<file path="config.mk">
export PLATFORM = sky130hd
export DESIGN_NAME = distance_vector_route_update
export DESIGN_NICKNAME = d
export VERILOG_FILES = /design/src/design/dvru_pkg.sv /design/src/design/dvru_front.sv /design/src/design/dvru_back.sv /design/src/design/distance_vector_route_update.sv
export SDC_FILE = /design/constraint.sdc
export NUM_CORES = 1
export LEC_CHECK = 0
export ABC_CLOCK_PERIOD_IN_PS = 10200
export BUFFER_PORTS_ARGS = -buffer_cell sky130_fd_sc_hd__buf_2
export CORE_MARGIN = 8
export CORE_UTILIZATION = 50
export CTS_BUF_LIST = sky130_fd_sc_hd__clkbuf_8 sky130_fd_sc_hd__clkbuf_16
export DETAILED_ROUTE_END_ITERATION = 8
export GPL_ROUTABILITY_DRIVEN = 0
export GPL_TIMING_DRIVEN = 0
export PLACE_DENSITY = 0.75
export SETUP_SLACK_MARGIN = 0.2
export SLEW_MARGIN = 20
export SYNTH_ARGS = -nofsm -noshare
export SYNTH_HDL_FRONTEND = slang
export SYNTH_HIERARCHICAL = 1
export SYNTH_SLANG_ARGS = --single-unit
</file>
<file path="constraint.sdc">
create_clock -name clk -period 10.2 [get_ports clk]
set_clock_uncertainty 0.2 [all_clocks]
set_input_delay 1.02 -clock clk [delete_from_list [all_inputs] [get_ports clk]]
set_output_delay 1.02 -clock clk [all_outputs]
set_load 0.01 [all_outputs]
</file>
<file path="src/design/dvru_pkg.sv">
// Shared types and constants for the distance-vector route update block.
// Used by dvru_front, dvru_back and the top level; depends on nothing.
package dvru_pkg;

  // Request kinds
  localparam logic KIND_ADVERT  = 1'b0;
  localparam logic KIND_INSTALL = 1'b1;

  // Result status codes
  localparam logic [1:0] ST_UNCHANGED = 2'd0;
  localparam logic [1:0] ST_UPDATED   = 2'd1;
  localparam logic [1:0] ST_INSERTED  = 2'd2;
  localparam logic [1:0] ST_FULL      = 2'd3;

  localparam logic [7:0] COST_ONE = 8'd1;
  localparam logic [7:0] COST_MAX = 8'd255;

  typedef struct packed {
    logic        kind;
    logic [31:0] sender_addr;
    logic [31:0] iface_addr;
    logic [31:0] dest_addr;
    logic [7:0]  adv_cost;
  } req_t;

  typedef struct packed {
    logic [1:0]  status;
    logic [3:0]  slot;
    logic [7:0]  route_cost;
    logic [31:0] route_next_hop;
  } result_t;

  // Classified request as held in the queue between front and back
  typedef struct packed {
    req_t        req;
    logic [7:0]  relaxed_cost;
    logic        self_route;
  } work_t;

endpackage

</file>
<file path="src/design/dvru_front.sv">
// Front end: accepts requests, classifies them and queues them for the back end.
// Depends on dvru_pkg (req_t, work_t, COST_MAX).
module dvru_front (
  input  logic           clk,
  input  logic           rst,
  input  logic           adv_valid,
  output logic           adv_ready,
  input  dvru_pkg::req_t adv,
  output logic           q_valid,
  input  logic           q_pop,
  output dvru_pkg::work_t q_item
);

  dvru_pkg::work_t slots [2];
  dvru_pkg::work_t classified;
  logic            wr_ptr;
  logic            rd_ptr;
  logic [1:0]      fill;
  logic            push;

  always_comb begin
    classified.req          = adv;
    classified.relaxed_cost = (adv.adv_cost == dvru_pkg::COST_MAX) ?
                              dvru_pkg::COST_MAX : adv.adv_cost + dvru_pkg::COST_ONE;
    classified.self_route   = (adv.sender_addr == adv.dest_addr);
  end

  assign adv_ready = (fill != 2'd2);
  assign push      = adv_valid && adv_ready;
  assign q_valid   = (fill != 2'd0);
  assign q_item    = slots[rd_ptr];

  always_ff @(posedge clk) begin
    if (push) begin
      slots[wr_ptr] <= classified;
    end
  end

  always_ff @(posedge clk) begin
    if (rst) begin
      wr_ptr <= 1'b0;
      rd_ptr <= 1'b0;
      fill   <= 2'd0;
    end else begin
      if (push) begin
        wr_ptr <= ~wr_ptr;
      end
      if (q_pop) begin
        rd_ptr <= ~rd_ptr;
      end
      case ({push, q_pop})
        2'b10:   fill <= fill + 2'd1;
        2'b01:   fill <= fill - 2'd1;
        default: fill <= fill;
      endcase
    end
  end

endmodule

</file>
<file path="src/design/dvru_back.sv">
// Back end: scans the route table for the destination, then updates the match or appends
// (or reports a full table) and registers the result. Depends on dvru_pkg (work_t, result_t, status codes).
module dvru_back #(
  parameter int TABLE_DEPTH = 16
) (
  input  logic              clk,
  input  logic              rst,
  input  logic              q_valid,
  output logic              q_pop,
  input  dvru_pkg::work_t   q_item,
  output logic              result_valid,
  input  logic              result_ready,
  output dvru_pkg::result_t result
);

  localparam int AW = (TABLE_DEPTH > 1) ? $clog2(TABLE_DEPTH) : 1;
  localparam int CW = $clog2(TABLE_DEPTH + 1);

  typedef enum logic [1:0] {
    S_IDLE,
    S_SCAN,
    S_UPD,
    S_APP
  } state_t;

  // Route table
  logic [31:0] dest_mem  [TABLE_DEPTH];
  logic [31:0] hop_mem   [TABLE_DEPTH];
  logic [31:0] iface_mem [TABLE_DEPTH];
  logic [7:0]  cost_mem  [TABLE_DEPTH];

  state_t          state;
  dvru_pkg::work_t item;
  logic [CW-1:0]   count;
  logic [CW-1:0]   idx;
  logic [AW-1:0]   cmp_idx;
  logic            cmp_vld;
  logic [31:0]     dest_q;
  logic [31:0]     hop_q;
  logic [7:0]      cost_q;
  logic [AW-1:0]   slot_q;

  logic              out_free;
  logic              hit;
  logic              issue;
  logic              full;
  logic              finish;
  logic              hop_we;
  logic              iface_we;
  logic              dest_we;
  logic [AW-1:0]     wr_addr;
  logic [31:0]       wr_hop;
  logic [7:0]        wr_cost;
  dvru_pkg::result_t result_next;
  logic              take;

  always_comb begin
    out_free = !result_valid || result_ready;
    hit      = (state == S_SCAN) && cmp_vld && (dest_q == item.req.dest_addr);
    issue    = (state == S_SCAN) && !hit && (idx < count);
    full     = (count == CW'(TABLE_DEPTH));
    q_pop    = (state == S_IDLE) && q_valid;
    take     = (cost_q > item.relaxed_cost) || (hop_q == item.req.sender_addr);

    hop_we      = 1'b0;
    iface_we    = 1'b0;
    dest_we     = 1'b0;
    wr_addr     = slot_q;
    wr_hop      = item.req.sender_addr;
    wr_cost     = item.relaxed_cost;
    result_next = '0;

    case (state)
      S_UPD: begin
        result_next.slot = 4'(slot_q);
        if (item.req.kind == dvru_pkg::KIND_INSTALL) begin
          hop_we   = 1'b1;
          iface_we = 1'b1;
          wr_cost  = item.req.adv_cost;
          result_next.status = dvru_pkg::ST_UPDATED;
        end else if (take) begin
          hop_we = 1'b1;
          result_next.status = dvru_pkg::ST_UPDATED;
        end else begin
          wr_hop  = hop_q;
          wr_cost = cost_q;
          result_next.status = dvru_pkg::ST_UNCHANGED;
        end
        result_next.route_cost     = wr_cost;
        result_next.route_next_hop = wr_hop;
      end
      S_APP: begin
        wr_addr = count[AW-1:0];
        if (full) begin
          result_next.status = dvru_pkg::ST_FULL;
        end else begin
          hop_we   = 1'b1;
          iface_we = 1'b1;
          dest_we  = 1'b1;
          if (item.req.kind == dvru_pkg::KIND_INSTALL) begin
            wr_cost = item.req.adv_cost;
          end else if (item.self_route) begin
            wr_cost = dvru_pkg::COST_ONE;
          end
          result_next.status         = dvru_pkg::ST_INSERTED;
          result_next.slot           = 4'(count[AW-1:0]);
          result_next.route_cost     = wr_cost;
          result_next.route_next_hop = wr_hop;
        end
      end
      default: begin
        result_next = '0;
      end
    endcase

    finish = ((state == S_UPD) || (state == S_APP)) && out_free;
  end

  // Table ports: one scan read, one entry read on a hit, one write
  always_ff @(posedge clk) begin
    if (issue) begin
      dest_q <= dest_mem[idx[AW-1:0]];
    end
    if (hit) begin
      hop_q  <= hop_mem[cmp_idx];
      cost_q <= cost_mem[cmp_idx];
      slot_q <= cmp_idx;
    end
    if (finish && dest_we) begin
      dest_mem[wr_addr] <= item.req.dest_addr;
    end
    if (finish && hop_we) begin
      hop_mem[wr_addr]  <= wr_hop;
      cost_mem[wr_addr] <= wr_cost;
    end
    if (finish && iface_we) begin
      iface_mem[wr_addr] <= item.req.iface_addr;
    end
  end

  always_ff @(posedge clk) begin
    if (rst) begin
      state        <= S_IDLE;
      count        <= '0;
      idx          <= '0;
      cmp_vld      <= 1'b0;
      result_valid <= 1'b0;
    end else begin
      if (result_valid && result_ready) begin
        result_valid <= 1'b0;
      end
      case (state)
        S_IDLE: begin
          if (q_valid) begin
            item    <= q_item;
            idx     <= '0;
            cmp_vld <= 1'b0;
            state   <= S_SCAN;
          end
        end
        S_SCAN: begin
          if (hit) begin
            state <= S_UPD;
          end else if (issue) begin
            cmp_vld <= 1'b1;
            cmp_idx <= idx[AW-1:0];
            idx     <= idx + CW'(1);
          end else begin
            state <= S_APP;
          end
        end
        S_UPD, S_APP: begin
          if (finish) begin
            result       <= result_next;
            result_valid <= 1'b1;
            if (dest_we) begin
              count <= count + CW'(1);
            end
            state <= S_IDLE;
          end
        end
        default: begin
          state <= S_IDLE;
        end
      endcase
    end
  end

  a_count_bound: assert property (@(posedge clk) disable iff (rst)
    count <= CW'(TABLE_DEPTH))
    else $error("route count beyond table depth");

  a_full_zero: assert property (@(posedge clk) disable iff (rst)
    result_valid && (result.status == dvru_pkg::ST_FULL) |->
      (result.slot == 4'd0) && (result.route_cost == 8'd0) &&
      (result.route_next_hop == 32'd0))
    else $error("table-full result carries nonzero fields");

  a_insert_grows: assert property (@(posedge clk) disable iff (rst)
    finish && dest_we |=> count == $past(count) + CW'(1))
    else $error("append did not grow the table by one");

  a_no_write_when_full: assert property (@(posedge clk) disable iff (rst)
    (state == S_APP) && full |-> !dest_we && !hop_we && !iface_we)
    else $error("write into a full table");

  a_pop_idle: assert property (@(posedge clk) disable iff (rst)
    q_pop |=> (state == S_SCAN) && (idx == '0) && !cmp_vld)
    else $error("scan did not restart after a pop");

endmodule

</file>
<file path="src/design/distance_vector_route_update.sv">
// Top level of the distance-vector route update block: front queue plus back end.
// Depends on dvru_pkg, dvru_front and dvru_back.
//
//   channel  | signals                                | direction
//   ---------+----------------------------------------+----------
//   request  | adv_valid, adv_ready, adv (req_t)       | in
//   result   | result_valid, result_ready, result      | out
//
// A request that matches slot s ends its scan at slot s; one that misses scans all n
// routes held. The back end scans the destination memory one entry per cycle, so
// its time per request grows with s or n. Reset empties the table at once, with no
// clearing pass. A two-deep queue keeps taking requests while the back end scans,
// and the result register lets the back end take and scan the next request while a
// result waits, though it holds before writing until that result is taken.
module distance_vector_route_update #(
  parameter int TABLE_DEPTH = 16
) (
  input  logic              clk,
  input  logic              rst,
  input  logic              adv_valid,
  output logic              adv_ready,
  input  dvru_pkg::req_t    adv,
  output logic              result_valid,
  input  logic              result_ready,
  output dvru_pkg::result_t result
);

  logic            q_valid;
  logic            q_pop;
  dvru_pkg::work_t q_item;

  dvru_front u_front (
    .clk       (clk),
    .rst       (rst),
    .adv_valid (adv_valid),
    .adv_ready (adv_ready),
    .adv       (adv),
    .q_valid   (q_valid),
    .q_pop     (q_pop),
    .q_item    (q_item)
  );

  dvru_back #(
    .TABLE_DEPTH (TABLE_DEPTH)
  ) u_back (
    .clk          (clk),
    .rst          (rst),
    .q_valid      (q_valid),
    .q_pop        (q_pop),
    .q_item       (q_item),
    .result_valid (result_valid),
    .result_ready (result_ready),
    .result       (result)
  );

endmodule

</file>
# Word level (Yosys, flattened, before mapping)

Memory sizes are Yosys's and may differ from the RTL's. A register that Yosys moved wholly into a read port is not among the register bits.
Cells that the tools add are included.

Add/sub/neg operators: 5
Order comparisons: 2
Equal/unequal tests: 16
Muxes and demuxes: 44
Bitwise logic cells: 4
Reductions and logical operators: 26

Operators with widths:

| kind                | number |
|---|---|
| $eq 32x32->1        | 3 |
| $mux 32             | 3 |
| $pmux 46 s2         | 1 |
| $mux 8              | 6 |
| $mux 44             | 1 |
| $mux 1              | 18 |
| $pmux 8 s2          | 1 |
| $mux 5              | 3 |
| $reduce_and 3->1    | 4 |
| $add 5x1->5 const B | 2 |
| $logic_and 1x1->1   | 10 |
| $mux 2              | 5 |
| $pmux 5 s2          | 1 |
| $add 8x1->8 const B | 1 |
| $eq 8x8->1 const B  | 1 |
| $gt 8x8->1          | 1 |
| $reduce_and 4->1    | 2 |
| $eq 2x2->1 const B  | 3 |
| $ne 2x1->1 const B  | 3 |
| $pmux 2 s3          | 1 |
| $reduce_bool 2->1   | 3 |
| $eq 5x5->1 const B  | 1 |
| $lt 5x5->1          | 1 |
| $eq 2x1->1 const B  | 2 |
| other kinds (12)    | 20 |

Register bits after elaboration: 72
RAM bits: 1380
Bits of input ports: 109
Logic and storage cells: 115
Memories: 4

Memory list:

| memory          | words | width | read ports | clocked after memory_dff | write ports | line             | text |
|---|---|---|---|---|---|---|---|
| u_back.dest_mem | 16    | 32    | 1          | 1                        | 1           | dvru_back.sv:27  | `logic [31:0] dest_mem [TABLE_DEPTH];` |
| u_back.hop_mem  | 16    | 32    | 1          | 1                        | 1           | dvru_back.sv:28  | `logic [31:0] hop_mem [TABLE_DEPTH];` |
| u_front.slots   | 2     | 114   | 1          | 1                        | 1           | dvru_front.sv:14 | `dvru_pkg::work_t slots [2];` |
| u_back.cost_mem | 16    | 8     | 1          | 1                        | 1           | dvru_back.sv:30  | `logic [7:0] cost_mem [TABLE_DEPTH];` |

# Depth between registers and ports, before layout

Depth in word-level cells: 9
Mapped depth: 10
Gate-level depth less buffers: 8

# Modules after synthesis

The synthesis kept the hierarchy.

Modules (own cells, without submodules):

| module     | times used | cells an instance | area each (µm²) | seq. area each (µm²) |
|---|---|---|---|---|
| dvru_back  | 1          | 2354              | 53147.2         | 41119.4 |
| dvru_front | 1          | 444               | 8957.3          | 6946.7 |

# Least setup slack after synthesis

Ideal clock, no wire load.

Kind: register to register
From: reg u_back/item[8] (netlist name)
To: mem u_back.cost_mem[13][0] (enable)
Setup time: 0.654 ns
Data arrival time: 8.141 ns
Setup slack: 1.206 ns
Cell stages (with the launch flop): 10
Path buffers: 1
Clock period less this slack: 8.994 ns
Cells stage by stage: edfxtp_1 > inv_1 > ha_1 > nand4_1 > nor2_1 > a21oi_1 > or3_1 > o21ai_2 > clkbuf_1 > a2111oi_0

Cells in the longest elaborated chain, start to end: 8

RTL lines:

| item                         | line             | text |
|---|---|---|
| start: declaration           | dvru_back.sv:33  | `dvru_pkg::work_t item;` |
| start signal: assignment     | dvru_back.sv:155 | `item <= q_item;` |
| $gt 8x8->1                   | dvru_back.sv:63  | `take = (cost_q > item.relaxed_cost) \|\| (hop_q == item.req.sender_addr);` |
| $logic_or 1x1->1             | dvru_back.sv:63  |  |
| $mux 1                       | dvru_back.sv:81  | `end else if (take) begin` |
| $mux 1                       | dvru_back.sv:76  | `if (item.req.kind == dvru_pkg::KIND_INSTALL) begin` |
| $pmux 1 s2                   | dvru_back.sv:73  | `case (state)` |
| $logic_and 1x1->1            | dvru_back.sv:132 | `if (finish && hop_we) begin` |
| $mux 1                       | dvru_back.sv:132 |  |
| $mux 1 (implied by the code) | dvru_back.sv:134 | `cost_mem[wr_addr] <= wr_cost;` |
| end: declaration             | dvru_back.sv:30  |  |

No other way between the ends.

# Worst setup path after layout

From: reg u_back.cost_q[7] (read register of u_back.cost_mem)
To: mem u_back.hop_mem[1][13] (enable)

Cells in the longest elaborated chain, start to end: 8

RTL lines:

| item                         | line             | text |
|---|---|---|
| start: declaration           | dvru_back.sv:40  | `logic [7:0] cost_q;` |
| $gt 8x8->1                   | dvru_back.sv:63  |  |
| $logic_or 1x1->1             | dvru_back.sv:63  |  |
| $mux 1                       | dvru_back.sv:81  |  |
| $mux 1                       | dvru_back.sv:76  |  |
| $pmux 1 s2                   | dvru_back.sv:73  |  |
| $logic_and 1x1->1            | dvru_back.sv:132 |  |
| $mux 1                       | dvru_back.sv:132 |  |
| $mux 1 (implied by the code) | dvru_back.sv:133 | `hop_mem[wr_addr] <= wr_hop;` |
| end: declaration             | dvru_back.sv:28  |  |

No other way between the ends.

==> run_results.csv <==
group,metric,value,unit
floorplanning,die_h,362,µm
synthesis,syn_inst,2700,
cts,path_clk_slew,0.06,ns
cts,h-tree-depth,4,
detailed_routing,vias,31400,
final_layout,fin_nets,3302,
cts,cts.sinks,1543,
worst_setup_path,setup.worst_path.start,"u_back/cost_q[7]",
cts,cts.repair.resized,0,
floorplanning,die_w,362,µm
global_route,gr-usage-all-layers,24.2,%
synthesis,syn_avg_cell_area,22.1,µm²
cts,cts_hold_buf,0,
detailed_routing,ant_nets,0,
floorplanning,die-area,131000,µm²
detailed_routing,drt_wl_total,160,mm
worst_setup_path,cp_max_fo,10,
cts,clockRootBuffer,"clkbuf_16",
synthesis,syn_area,59800,µm²
global_route,overflow,0,
final_layout,layout_common_cells,"1,524 x edfxtp_1, 360 x mux4_2, 268 x buf_2, 154 x clkbuf_16, 120 x mux2_2",
global_route,grt_pass1_wl,227,mm
cts,numCtsBuffers,150,
worst_setup_path,crit_end,"u_back/hop_mem[1][13]",
power_and_ir_drop,power_density,211,nW/µm²
min_path,hp-class,"in -> reg",
final_layout,final_common_cell,"edfxtp_1",
detailed_routing,wl_per_cell,32.6,µm
cts,tritoncts,"yes",
worst_setup_path,start_kind,"flop",
floorplanning,ios,157,
floorplanning,core,119000,µm²
power_and_ir_drop,p_leak,0.0223,µW
place,dp_hpwl,105,mm
power_and_ir_drop,vdd_drop_max,0.000180,V
worst_setup_path,r2r_setup_slack,4.79,ns
detailed_routing,drc,0,
sta,rsz0062_at_grt,"false",
status,status,"completed",
floorplanning,row_count,127,
final_layout,areaGrowthSynthToFinish,16.5,%
worst_setup_path,path_class,"reg -> reg",
flow_run,maxCapViolations,0,
cts,cts_buffer_depth,3,
final_layout,final_core_util,58.4,%
sta,holdWs,0.259,ns
worst_setup_path,end_kind,"flop",
worst_setup_path,r2r_end,"u_back/hop_mem[1][13]",
floorplanning,start_util,50.1,%
cts,clk_latency,0.78,ns
synthesis,ys_warn_count,6,
sta,period_minus_slack,5.41,ns
worst_setup_path,cp_data_required_time,10.47,ns
sta,finalCritPeriodShare,53.1,%
worst_setup_path,crit_arrival,5.68,ns
worst_setup_path,r2r-start,"u_back/cost_q[7]",
sta,slew_violations,0,
sta,fmax,185,MHz
global_route,first_global_vias,31600,
synthesis,syn_nets,2826,
sta,setup_viol,0,
sta,relSlewSlack,23.4,%
detailed_routing,firstDrtPassIters,5,
sta,worst_slew_pin_slew,1.15,ns
cts,post_cts_buffers,0,
global_route,antenna_found_initial,43,
place,portBuffers,124,
detailed_routing,drt_iter0_drc,4789,
worst_setup_path,ff2ff_path_depth,15,
sta,final_hold_viol_count,0,
detailed_routing,vias_per_cell,6.37,
final_layout,drive_above_1_share,33.9,%
global_route,grt_max_degree,33,
==> state kept, by name, indices dropped and copies added (netlist names), named ones only <==
register / cells
u_back/dest_q: 32
u_back/hop_mem: 512
u_front/slots: 164
u_back/state: 2
u_back/hop_q: 32
u_back/dest_mem: 512
u_front/rd_ptr: 1
u_back/idx: 5
u_back/item: 82
u_back/cmp_vld: 1
u_front/fill: 2
u_back/result: 46
u_back/result_valid: 1
u_back/cmp_idx: 4
u_back/cost_q: 8
u_back/count: 5
u_back/slot_q: 4
u_front/wr_ptr: 1
u_back/cost_mem: 128
==> power by group <==
group | switching (µW) | internal (µW) | leakage [µW]
sequential | 244 | 7590 | 0.0139
combinational | 893 | 457 | 0.00592
clock | 2400 | 3120 | 0.00248
total | 3540 | 11200 | 0.0223
==> through the flow <==
step                      setup slack [ns]  setup TNS [ns]  area, µm²  total power [µW]  instances
after CTS                             4.88               0      69600             14700       4904
after detailed placement              4.90               0      64700              9240       4636
after global routing                  4.63               0      69600             15100       4908
after global placement               -8.30        -3753.81      62400              9140       4436
final                                 4.79               0      69700             14700       4923
after floorplan                       1.21               0      59800              8630       2700
==> worst min path at each step <==
stage	start	to	slack, ns	cells past startpoint
floorplan	u_back/cmp_idx[0]	u_back/slot_q[0]	0.22	0
global placement	u_back/cmp_vld	u_back/cmp_vld	0.24	2
detailed placement	u_back/cmp_idx[1]	u_back/slot_q[1]	0.26	0
CTS	adv[8]	u_front/slots[1][17]	0.22	1
global route	adv[17]	u_front/slots[0][26]	0.25	1
finish	adv[8]	u_front/slots[1][17]	0.26	1
==> worst max-delay path, cell delays in order (launching register included) <==
cell and delay, ns:
edfxtp_1 0.51, ha_1 0.36, nand4_1 0.16, nor2_1 0.10, a21oi_1 0.53, or3_1 0.29, o21ai_2 0.17, clkbuf_1 0.44
a2111oi_2 0.75, buf_2 0.31, buf_4 0.18, buf_2 0.21, buf_2 0.23, buf_2 0.21, buf_2 0.20, buf_2 0.21
==> layout make-up <==
type | count | area, µm²
Buffer | 134 | 608
Antenna cell | 19 | 47.5
Clock buffer | 154 | 3850
Inverter | 21 | 78.8
Fill cell | 8233 | 49700
Timing Repair Buffer | 324 | 2590
Multi-Input combinational cell | 1002 | 13300
Clock inverter | 114 | 1020
Sequential cell | 1543 | 46100
Tap cell | 1612 | 2020
==> routing by layer <==
layer  vias to the layer above  GRT usage [%]  share of wire (%)
met5                         -              0              0.059
met4                        14           8.25                3.4
met3                       358           8.41                 14
met2                      2411           38.3                 47
met1                     16200           31.4                 35
li1                      12400              -                  -
Power figures use the tool's default switching activity.
